$ cat src/hdl/assert_macros.svh
// ----------------------------------------------------------------------------
// Assertion macros
// Shared concurrent assertion forms for the chord matcher.
// ----------------------------------------------------------------------------
`ifndef ASSERT_MACROS_SVH
`define ASSERT_MACROS_SVH

// Checked at every rising edge while reset is released.
`define KCCM_ASSERT(lbl, clk, rst_n, prop) \
	lbl: assert property (@(posedge clk) disable iff (!rst_n) (prop)) \
		else $error("key cluster chord matcher check failed");

// Checked at every rising edge, reset included.
`define KCCM_ASSERT_ALWAYS(lbl, clk, prop) \
	lbl: assert property (@(posedge clk) (prop)) \
		else $error("key cluster chord matcher check failed");

`endif

$ cat src/hdl/kccm_pkg.sv
// ----------------------------------------------------------------------------
// kccm_pkg
// Types and constants shared by the chord matcher and its member cells.
// ----------------------------------------------------------------------------
package kccm_pkg;

	localparam int KEY_W = 8;
	localparam int IDS_W = 64;
	localparam int COUNT_REG_W = 4;
	localparam int CNT_W = 5;
	localparam int REG_IDX_W = 2;
	localparam int WR_DATA_W = 64;

	localparam logic [REG_IDX_W-1:0] REG_MEMBER_IDS = 2'd0;
	localparam logic [REG_IDX_W-1:0] REG_MEMBER_COUNT = 2'd1;
	localparam logic [REG_IDX_W-1:0] REG_FORBID_RELEASE = 2'd2;
	localparam logic [REG_IDX_W-1:0] REG_PEDANTIC_MODE = 2'd3;

	typedef enum logic [2:0] {
		ST_IDLE = 3'd0,
		ST_ACTIVATING = 3'd1,
		ST_MATCHES = 3'd2,
		ST_FINALIZED = 3'd3,
		ST_DEACTIVATING = 3'd4,
		ST_INVALID = 3'd5
	} state_t;

	// Carried from cell to cell: whether an earlier member matched the key,
	// and the held bit of the first member that did.
	typedef struct packed {
		logic found;
		logic first_held;
	} link_t;

	typedef struct packed {
		logic upd;
		logic clr;
		logic press;
	} cell_ctrl_t;

	typedef struct packed {
		logic held;
		logic ever;
		logic held_nx;
		logic ever_nx;
	} cell_stat_t;

endpackage

$ cat src/hdl/kccm_cell.sv
// ----------------------------------------------------------------------------
// kccm_cell
// One cluster member: compares its id with the key, holds its held and
// ever-pressed bits, and passes the first-match link to the next cell.
// ----------------------------------------------------------------------------
module kccm_cell #(
	parameter int ID_BITS = 8
) (
	input  logic                        clk,
	input  logic                        arst_n,
	input  logic [kccm_pkg::KEY_W-1:0]  key,
	input  logic [ID_BITS-1:0]          mem_id,
	input  logic                        active,
	input  kccm_pkg::cell_ctrl_t        ctrl,
	input  kccm_pkg::link_t             link_in,
	output kccm_pkg::link_t             link_out,
	output kccm_pkg::cell_stat_t        stat
);

	localparam int CMP_W = (ID_BITS > kccm_pkg::KEY_W) ? ID_BITS : kccm_pkg::KEY_W;

	logic [CMP_W-1:0] key_ext;
	logic [CMP_W-1:0] id_ext;
	logic             hit;
	logic             first;
	logic             held_q;
	logic             ever_q;
	logic             held_nx;
	logic             ever_nx;

	assign key_ext = CMP_W'(key);
	assign id_ext  = CMP_W'(mem_id);
	assign hit     = active && (key_ext == id_ext);
	assign first   = hit && !link_in.found;

	assign link_out.found      = link_in.found | hit;
	assign link_out.first_held = link_in.found ? link_in.first_held : (hit & held_q);

	assign held_nx = ctrl.press ? (held_q | hit) : (held_q & ~first);
	assign ever_nx = ever_q | (ctrl.press & hit);

	assign stat.held    = held_q;
	assign stat.ever    = ever_q;
	assign stat.held_nx = held_nx;
	assign stat.ever_nx = ever_nx;

	always_ff @(posedge clk or negedge arst_n) begin
		if (!arst_n) begin
			held_q <= 1'b0;
			ever_q <= 1'b0;
		end else if (ctrl.clr) begin
			held_q <= 1'b0;
			ever_q <= 1'b0;
		end else if (ctrl.upd) begin
			held_q <= held_nx;
			ever_q <= ever_nx;
		end
	end

endmodule

$ cat src/hdl/key_cluster_chord_matcher.sv
// ----------------------------------------------------------------------------
// key_cluster_chord_matcher: one event per cycle while in_ready is high.
// Cells match combinationally; the result shows in the cycle after the accept.
// Reset clears the member masks, the match state and the result register.
// ----------------------------------------------------------------------------
module key_cluster_chord_matcher #(
	parameter int MAX_MEMBERS = 8,
	parameter int ID_BITS = 8
) (
	input  logic                              clk,
	input  logic                              arst_n,
	input  logic                              wr_en,
	input  logic [kccm_pkg::REG_IDX_W-1:0]    wr_index,
	input  logic [kccm_pkg::WR_DATA_W-1:0]    wr_data,
	input  logic                              in_valid,
	output logic                              in_ready,
	input  logic                              cmd,
	input  logic [kccm_pkg::KEY_W-1:0]        key_id,
	input  logic                              pressed,
	input  logic                              probe_only,
	output logic                              out_valid,
	input  logic                              out_ready,
	output logic                              consumed,
	output logic [2:0]                        match_state
);

	`include "assert_macros.svh"

	logic [kccm_pkg::IDS_W-1:0]         member_ids_q;
	logic [kccm_pkg::COUNT_REG_W-1:0]   member_count_q;
	logic                               forbid_release_q;
	logic                               pedantic_mode_q;

	logic [kccm_pkg::IDS_W+ID_BITS-1:0] ids_ext;
	logic [ID_BITS-1:0]                 mem_id [MAX_MEMBERS];
	logic [kccm_pkg::CNT_W-1:0]         n_eff;
	kccm_pkg::link_t                    links [MAX_MEMBERS+1];
	kccm_pkg::cell_stat_t               stat [MAX_MEMBERS];
	kccm_pkg::cell_ctrl_t               ctrl;
	logic [MAX_MEMBERS-1:0]             held_vec;
	logic [MAX_MEMBERS-1:0]             ever_vec;
	logic [kccm_pkg::CNT_W-1:0]         held_cnt;
	logic [kccm_pkg::CNT_W-1:0]         pressed_cnt;

	logic                               accept;
	logic                               release_ok;
	kccm_pkg::state_t                   state_q;
	kccm_pkg::state_t                   state_d;
	logic                               all_seen_q;
	logic                               all_seen_d;
	logic                               consumed_d;
	logic                               out_valid_q;
	logic                               consumed_q;
	kccm_pkg::state_t                   match_state_q;

	always_ff @(posedge clk or negedge arst_n) begin
		if (!arst_n) begin
			member_ids_q     <= '0;
			member_count_q   <= kccm_pkg::COUNT_REG_W'(1);
			forbid_release_q <= 1'b0;
			pedantic_mode_q  <= 1'b0;
		end else if (wr_en) begin
			unique case (wr_index)
				kccm_pkg::REG_MEMBER_IDS:     member_ids_q <= wr_data;
				kccm_pkg::REG_MEMBER_COUNT:   member_count_q <= wr_data[kccm_pkg::COUNT_REG_W-1:0];
				kccm_pkg::REG_FORBID_RELEASE: forbid_release_q <= wr_data[0];
				kccm_pkg::REG_PEDANTIC_MODE:  pedantic_mode_q <= wr_data[0];
				default: ;
			endcase
		end
	end

	assign ids_ext = {{ID_BITS{1'b0}}, member_ids_q};

	always_comb begin
		n_eff = (member_count_q == '0) ? kccm_pkg::CNT_W'(1)
			: kccm_pkg::CNT_W'(member_count_q);
		if (n_eff > kccm_pkg::CNT_W'(MAX_MEMBERS)) begin
			n_eff = kccm_pkg::CNT_W'(MAX_MEMBERS);
		end
	end

	assign accept     = in_valid && in_ready;
	assign in_ready   = !out_valid_q || out_ready;
	assign release_ok = !forbid_release_q && links[MAX_MEMBERS].first_held;

	assign ctrl.clr   = accept && cmd;
	assign ctrl.upd   = accept && !cmd && (pressed || release_ok);
	assign ctrl.press = pressed;

	assign links[0] = '0;

	for (genvar k = 0; k < MAX_MEMBERS; k++) begin : g_cell
		if (ID_BITS * k < kccm_pkg::IDS_W) begin : g_id
			assign mem_id[k] = ids_ext[ID_BITS*k +: ID_BITS];
		end else begin : g_zero
			assign mem_id[k] = '0;
		end

		kccm_cell #(
			.ID_BITS(ID_BITS)
		) u_cell (
			.clk     (clk),
			.arst_n  (arst_n),
			.key     (key_id),
			.mem_id  (mem_id[k]),
			.active  (kccm_pkg::CNT_W'(k) < n_eff),
			.ctrl    (ctrl),
			.link_in (links[k]),
			.link_out(links[k+1]),
			.stat    (stat[k])
		);

		assign held_vec[k] = stat[k].held;
		assign ever_vec[k] = stat[k].ever;
	end

	always_comb begin
		held_cnt    = '0;
		pressed_cnt = '0;
		for (int i = 0; i < MAX_MEMBERS; i++) begin
			held_cnt    = held_cnt + kccm_pkg::CNT_W'(stat[i].held_nx);
			pressed_cnt = pressed_cnt + kccm_pkg::CNT_W'(stat[i].ever_nx);
		end
	end

	always_ff @(posedge clk or negedge arst_n) begin
		if (!arst_n) begin
			state_q    <= kccm_pkg::ST_IDLE;
			all_seen_q <= 1'b0;
		end else begin
			state_q    <= state_d;
			all_seen_q <= all_seen_d;
		end
	end

	always_comb begin
		state_d    = state_q;
		all_seen_d = all_seen_q;
		consumed_d = 1'b0;
		if (accept) begin
			if (cmd) begin
				state_d    = kccm_pkg::ST_IDLE;
				all_seen_d = 1'b0;
			end else if (!links[MAX_MEMBERS].found) begin
				if (pressed && !probe_only) begin
					state_d = kccm_pkg::ST_INVALID;
				end
			end else if (!pressed && forbid_release_q) begin
				if (!probe_only) begin
					state_d = kccm_pkg::ST_INVALID;
				end
			end else if (pressed || release_ok) begin
				consumed_d = 1'b1;
				if (held_cnt == '0 && all_seen_q) begin
					state_d = pedantic_mode_q ? kccm_pkg::ST_MATCHES : kccm_pkg::ST_FINALIZED;
				end else if (pressed_cnt == n_eff) begin
					all_seen_d = 1'b1;
					state_d    = kccm_pkg::ST_MATCHES;
				end else if (all_seen_q) begin
					state_d = kccm_pkg::ST_DEACTIVATING;
				end else begin
					state_d = kccm_pkg::ST_ACTIVATING;
				end
			end
		end
	end

	always_ff @(posedge clk or negedge arst_n) begin
		if (!arst_n) begin
			out_valid_q <= 1'b0;
		end else if (accept) begin
			out_valid_q <= 1'b1;
		end else if (out_ready) begin
			out_valid_q <= 1'b0;
		end
	end

	always_ff @(posedge clk or negedge arst_n) begin
		if (!arst_n) begin
			consumed_q    <= 1'b0;
			match_state_q <= kccm_pkg::ST_IDLE;
		end else if (accept) begin
			consumed_q    <= consumed_d;
			match_state_q <= state_d;
		end
	end

	assign out_valid   = out_valid_q;
	assign consumed    = consumed_q;
	assign match_state = match_state_q;

	`KCCM_ASSERT_ALWAYS(a_held_within_ever, clk, (held_vec & ~ever_vec) == '0)

	`KCCM_ASSERT(a_consumed_state, clk, arst_n,
		out_valid && consumed |-> match_state != kccm_pkg::ST_IDLE
			&& match_state != kccm_pkg::ST_INVALID)

	`KCCM_ASSERT(a_reset_cmd_result, clk, arst_n,
		in_valid && in_ready && cmd |=> out_valid && !consumed
			&& match_state == kccm_pkg::ST_IDLE && held_vec == '0)

endmodule
$ cat config.mk
export PLATFORM = sky130hd
export DESIGN_NAME = key_cluster_chord_matcher
export DESIGN_NICKNAME = d
export VERILOG_FILES = /design/src/hdl/kccm_pkg.sv /design/src/hdl/kccm_cell.sv /design/src/hdl/key_cluster_chord_matcher.sv
export VERILOG_INCLUDE_DIRS = /design/src /design/src/hdl
export SDC_FILE = /design/constraint.sdc
export NUM_CORES = 1
export LEC_CHECK = 0
export BUFFER_PORTS_ARGS = -buffer_cell sky130_fd_sc_hd__buf_2
export CORE_MARGIN = 4
export CORE_UTILIZATION = 45
export DETAILED_ROUTE_END_ITERATION = 6
export PLACE_DENSITY = 0.69
export SKIP_CTS_REPAIR_TIMING = 1
export SLEW_MARGIN = 20
export SYNTH_ARGS = -nofsm -noshare
export SYNTH_HDL_FRONTEND = slang
export SYNTH_SLANG_ARGS = --single-unit
$ cat constraint.sdc
create_clock -name clk -period 5.28 [get_ports clk]
set_clock_uncertainty 0.15 [all_clocks]
set_input_delay 1.32 -clock clk [delete_from_list [all_inputs] [get_ports clk]]
set_output_delay 1.32 -clock clk [all_outputs]
set_load 0.005 [all_outputs]
=== Word-level counts from Yosys, hierarchy flattened ===
Cells that the tools add are included.

* Bits of input ports: 82
* Logic and storage cells: 239
* Flip-flop bits (word level): 95
* Output and inout port bits: 6

* $lt $le $gt $ge: 9
* Bitwise operators: 55
* Reduce and logical (&&, ||, !) cells: 50
* Multiplexer cells: 72
* Eq/ne operators: 14
* $add $sub $neg: 14

{| class="wikitable"
|+ Operators with widths
! kind !! number
|-
| == test 8 bit || 8
|-
| two-way mux 1 bit || 60
|-
| adder 5 x 1 -> 5 bit || 6
|-
| two-way mux 3 bit || 10
|-
| AND 1 bit || 24
|-
| logical AND 1 bit || 23
|-
| bitwise OR 1 bit || 23
|-
| less-than comparator 3 x 5 -> 1 bit, first input constant || 4
|-
| logical NOT 1 bit || 12
|-
| adder 4 x 1 -> 5 bit || 2
|-
| less-than comparator 1 x 5 -> 1 bit, first input constant || 2
|-
| less-than comparator 2 x 5 -> 1 bit, first input constant || 2
|-
| nonzero test 2 bit || 5
|-
| adder 3 x 1 -> 4 bit || 2
|-
| two-way mux 4 bit || 2
|-
| inverter 1 bit || 8
|-
| AND reduction 2 bit || 4
|-
| adder 2 x 1 -> 3 bit || 2
|-
| AND reduction 6 bit || 1
|-
| == test 5 bit || 1
|-
| logical NOT 5 bit || 1
|-
| adder 1 x 1 -> 2 bit || 2
|-
| == test 2 bit, second input constant || 2
|-
| > comparator 4 bit, second input constant || 1
|-
| other kinds (5) || 7
|}

=== Longest topological paths before layout ===
* Word-level depth: 26
* Gate-level depth with buffers: 24
* Gate-level depth less buffers: 22

=== Hierarchy ===
A second synthesis with hierarchy kept.

* Cells, all modules: 521
* Area, all modules: 5760.5 µm²

{| class="wikitable"
|+ Modules (own cells, without submodules)
! module !! seq. area each (µm²) !! times used !! cells each !! area each (µm²)
|-
| key_cluster_chord_matcher || 1978.1 || 1 || 281 || 3678.5
|-
| kccm_cell || 50.0 || 8 || 30 || 260.2
|}

=== Least setup slack after synthesis ===
Ideal clock, no wire load.

* Path kind: input to register
* Start point: input key_id[5] in the netlist's numbering
* End point: register state_q[2]
* Library setup time: 0.137 ns
* Data arrival time: 6.231 ns
* Path buffers: 2
* Path slack: -1.238 ns
* Stages on the path: 24
* Data required time: 4.993 ns
* Path through: buf_2 > xor2_1 > nor4_1 > and2_1 > nor3_1 > clkbuf_1 > nand2_1 > nand2_1 > nand2_1 > fa_1 > inv_1 > fa_1 > fa_1 > inv_1 > ha_1 > inv_1 > fa_1 > a2111oi_0 > a21oi_1 > or3_1 > nand4_1 > nor2_1 > o221ai_1 > o211ai_1

* Cells in the longest elaborated chain, start to end: 22
* Elaborated cells on any way between the ends: 126
* Those cells by class: 14 x add/sub; 9 x eq/ne; 22 x mux; 55 x bitwise; 26 x reduce/logical

{| class="wikitable"
|+ Ends and longest elaborated chain
! what !! RTL line !! source
|-
| from (decl) || key_cluster_chord_matcher.sv:18 || <nowiki>input logic [kccm_pkg::KEY_W-1:0] key_id,</nowiki>
|-
| == test 8 bit || kccm_cell.sv:33 || <nowiki>assign hit = active && (key_ext == id_ext);</nowiki>
|-
| logical AND 1 bit || kccm_cell.sv:33 ||
|-
| logical NOT 1 bit / bitwise OR 1 bit (equally long branches) || kccm_cell.sv:34, kccm_cell.sv:36 ||
|-
| logical AND 1 bit, or another cell as far along || kccm_cell.sv:34 || <nowiki>assign first = hit && !link_in.found;</nowiki>
|-
| inverter 1 bit, or another cell as far along || kccm_cell.sv:39 || <nowiki>assign held_nx = ctrl.press ? (held_q | hit) : (held_q & ~first);</nowiki>
|-
| AND 1 bit, or another cell as far along || kccm_cell.sv:39 ||
|-
| two-way mux 1 bit, or another cell as far along || kccm_cell.sv:39 ||
|-
| adder 1 x 1 -> 2 bit, or another cell as far along || key_cluster_chord_matcher.sv:122 || <nowiki>held_cnt = held_cnt + kccm_pkg::CNT_W'(stat[i].held_nx);</nowiki>
|-
| (+7 left out) || - ||
|-
| logical AND 1 bit || key_cluster_chord_matcher.sv:155 || <nowiki>if (held_cnt == '0 && all_seen_q) begin</nowiki>
|-
| two-way mux 3 bit || key_cluster_chord_matcher.sv:155 ||
|-
| two-way mux 3 bit || key_cluster_chord_matcher.sv:153 || <nowiki>end else if (pressed || release_ok) begin</nowiki>
|-
| two-way mux 3 bit || key_cluster_chord_matcher.sv:149 || <nowiki>end else if (!pressed && forbid_release_q) begin</nowiki>
|-
| two-way mux 3 bit (*) || key_cluster_chord_matcher.sv:145 || <nowiki>end else if (!links[MAX_MEMBERS].found) begin</nowiki>
|-
| two-way mux 3 bit (*) || key_cluster_chord_matcher.sv:142 || <nowiki>if (cmd) begin</nowiki>
|-
| two-way mux 3 bit (*) || key_cluster_chord_matcher.sv:141 || <nowiki>if (accept) begin</nowiki>
|-
| via state_d[2] || key_cluster_chord_matcher.sv:48 || <nowiki>kccm_pkg::state_t state_d;</nowiki>
|-
| to (signal assigned) || key_cluster_chord_matcher.sv:129 || <nowiki>state_q <= kccm_pkg::ST_IDLE;</nowiki>
|-
| to (signal assigned) || key_cluster_chord_matcher.sv:132 || <nowiki>state_q <= state_d;</nowiki>
|-
| to (decl) || key_cluster_chord_matcher.sv:47 || <nowiki>kccm_pkg::state_t state_q;</nowiki>
|}

Mark *: on every way through the listed nets, which the timed path passes. The rest lies on a longest branch.
A chain may end at the register's enable or synchronous reset.

=== Final worst setup path ===
* Start point: input key_id[1] in the netlist's numbering
* End point: register state_q[2]

Same word-level chain as after synthesis.

==> flow_summary.ini <==
[synth]
synth-seq-cells = 95
synth_top_cell_by_area = dfrtp_1
synth-edff-count = 0
syn_inst = 477
yosysSeqAreaShare = 0.446
yosysTopAreaCellShare = 0.441
avgSynthCellArea_um2 = 11.2
synthTopCellsByArea = dfrtp_1 44%, mux2_2 15%, xnor2_1 6.1%
ys.flop_type = dfrtp_1
async_flop_share = 1.00
yosys_warnings = 0
syn_nets = 573
synth_cell_types = 60
mappedNetlistArea_um2 = 5340

[placed_design]
dp_cells = 742
placed_area_um2 = 6440
numPortBuffers = 87
detailedPlace.worstSlack_ps = -1020
routabilityCongestion = 0.860
dp_hpwl_mm = 10.3

[clocking]
clk_latency_ps = 360
clkSinkCount = 95
clkTransAtPathRegs_ps = 80
cts_tree = built
cts_inserted_buffers = 9
htree_levels = 3
root_buffer = clkbuf_16
cts_buffer_depth = 2

[power_and_ir_drop]
pwr-share-seq = 0.446
clkPwrFrac = 0.320
switching_power_uw = 615
p_sw_frac = 0.294
power_density_nw_per_um2 = 290
p_leak_uw = 0.00324
internal-power_uw = 1480
finalPower_uw = 2090
peakVddDrop_v = 0.000225
combPwrFrac = 0.235

[floorplan]
die_area_um2 = 13700
pin_count = 88
die_h_um = 117
initial_core_util = 0.463
core_um2 = 11500
rows = 39
die_w_um = 117

[grt]
globalRouteTotalUtil = 0.208
grt_first_pass_wirelength_mm = 21.7
grt_max_degree = 65
overflow = 0
grt_pass1_vias = 4428
antenna_found_initial = 0

[critical_path]
crit_path_start_kind = input port
critPathRequiredTime_ps = 5350
r2r_slack_ps = 290
slowest_delay_ps = 570
crit_arrival_ps = 5720
critPathSlowestCell = fa_2
cp_cell_sequence = buf_12 > buf_12 > xor2_1 > nor4_4 > and2_4 > a21o_1 > fa_1 > inv_2 > fa_1 > inv_1 > fa_1 > ha_2 > inv_2 > fa_2 > nor4bb_4 > nor2_1 > a21oi_2 > o22ai_2 > nand4_1 > nand2_1 > o221ai_2 > o211ai_1
crit_type = in -> reg
crit_fanout = 4
rr_startpoint = member_count_q[3]
endpoint_kind = flop
crit_path_start = key_id[1]
crit_path_frequent_cell = fa_1

[drt]
drc = 0
postRouteAntennaNets = 0
drt_wl_total_mm = 13.8
vias = 4142
post_drt_wl_per_cell_um = 17.8
drt_iter0_drc = 227
vias_per_cell = 5.35
dr.pass1.iters = 4

[timing]
worst_pin_slew_ps = 824
fin_crit_sh = 1.07
report.final.slew_viol_count = 0
finalWorstSetupSlack_ps = -374
max_freq_ghz = 0.177
rsz0062_at_grt = true
hold_viol_final = 0
setup_viol = 7
period_minus_slack_ps = 5650
max-slew-margin-rel = 0.451

[finish]
n_antenna_cell = 0
mostFrequentLayoutCells = 94 x dfrtp_1, 78 x buf_2, 70 x mux2_2
area_growth_syn_to_layout_pct = 35.0
nets = 722
fin_area_um2 = 7200
fillers = 912
layout-drive-gt1-share = 0.509
final_cells = 774
final_util = 0.625
final_common_cell = dfrtp_1

[flow_run]
drv_cap = 0

[hold_path]
hp-start = g_cell[3].u_cell.ever_q
hold_path_class = reg -> reg

[outcome]
status = finished, violations left
failed_checks = negative setup slack
worst max-delay path, delay by kind of cell:
kind            cells  cell delay [ps]
fa+ha+maj           5             2220
simple gates        6              800
compound gates      5              730
buf+inv             5              370
xor+xnor            1              280
through the flow:
| step | hold WS (ps) | TNS [ps] |
|---|---|---|
| after floorplan | 304 | -3190 |
| after global placement | 320 | -5090 |
| after detailed placement | 323 | -6070 |
| after CTS | 338 | -3490 |
| after global routing | 353 | -3160 |
| final | 338 | -1730 |
cell families (layout without fill, tap and decap cells):
| family | Yosys count | after routing | share of synthesized area |
|---|---|---|---|
| flops | 95 | 95 | 0.446 |
| compound gates | 61 | 61 | 0.0844 |
| fa+ha+maj | 14 | 14 | 0.0441 |
| xor+xnor | 66 | 66 | 0.108 |
| buf+inv | 41 | 195 | 0.0340 |
| mux | 70 | 70 | 0.148 |
| simple gates | 130 | 130 | 0.136 |
cell usage after synthesis, drive strengths merged, types with 2 or more instances:
library cell and n:
a211o 2, a21o 4, a21oi 20, a22o 5, a31oi 4, a41oi 2, and2 4, and3 2
buf 12, clkbuf 10, dfrtp 94, fa 8, ha 6, inv 19, mux2 70, nand2 31
nand2b 3, nand3 18, nand3b 3, nand4 8, nor2 26, nor3 9, nor3b 4, nor4 10
o211ai 3, o21ai 6, o221ai 2, o2bb2ai 4, or2 5, or3 2, or4 2, xnor2 37
xor2 29
layout make-up:
class	instances	area [um2]	area share
multi-input cells	341	3150	0.437
flip-flops and latches	95	2380	0.330
repair buffers	160	1130	0.157
clock buffers	10	229	0.0318
well taps	143	179	0.0248
inverters	19	71.3	0.00990
clock inverters	6	68.8	0.00955
state kept, by name, summed over array words and instances (netlist names):
signal,count
all_seen_q,1
consumed,1
forbid_release_q,1
g_cell.u_cell.ever_q,8
g_cell.u_cell.held_q,8
match_state,3
member_count_q,4
member_ids_q,64
out_valid,1
pedantic_mode_q,1
state_q,3
final timing paths:
check	end	depth (start not counted)
max	state_q[2]	22
min	g_cell[3].u_cell.ever_q	2
max reg2reg	state_q[2]	22
min reg2reg	g_cell[3].u_cell.ever_q	2
max in group asynchronous	member_ids_q[36]	2
min in group asynchronous	match_state[0]	1
per-layer routing:
layer,share of wire,global-route usage
met2,0.52,0.354
met1,0.43,0.268
met5,0,0
met3,0.041,0.0468
met4,0.0080,0.0596
power by group through the flow:
stage / Combinational [uW] / Sequential (uW) / Clock (uW)
6_report: 491 / 932 / 669
2_1_floorplan: 312 / 910 / 0
5_1_grt: 536 / 946 / 709
3_5_place_dp: 436 / 940 / 0
4_1_cts: 439 / 926 / 677
3_3_place_gp: 421 / 936 / 0
(Power assumes the default switching activity.)
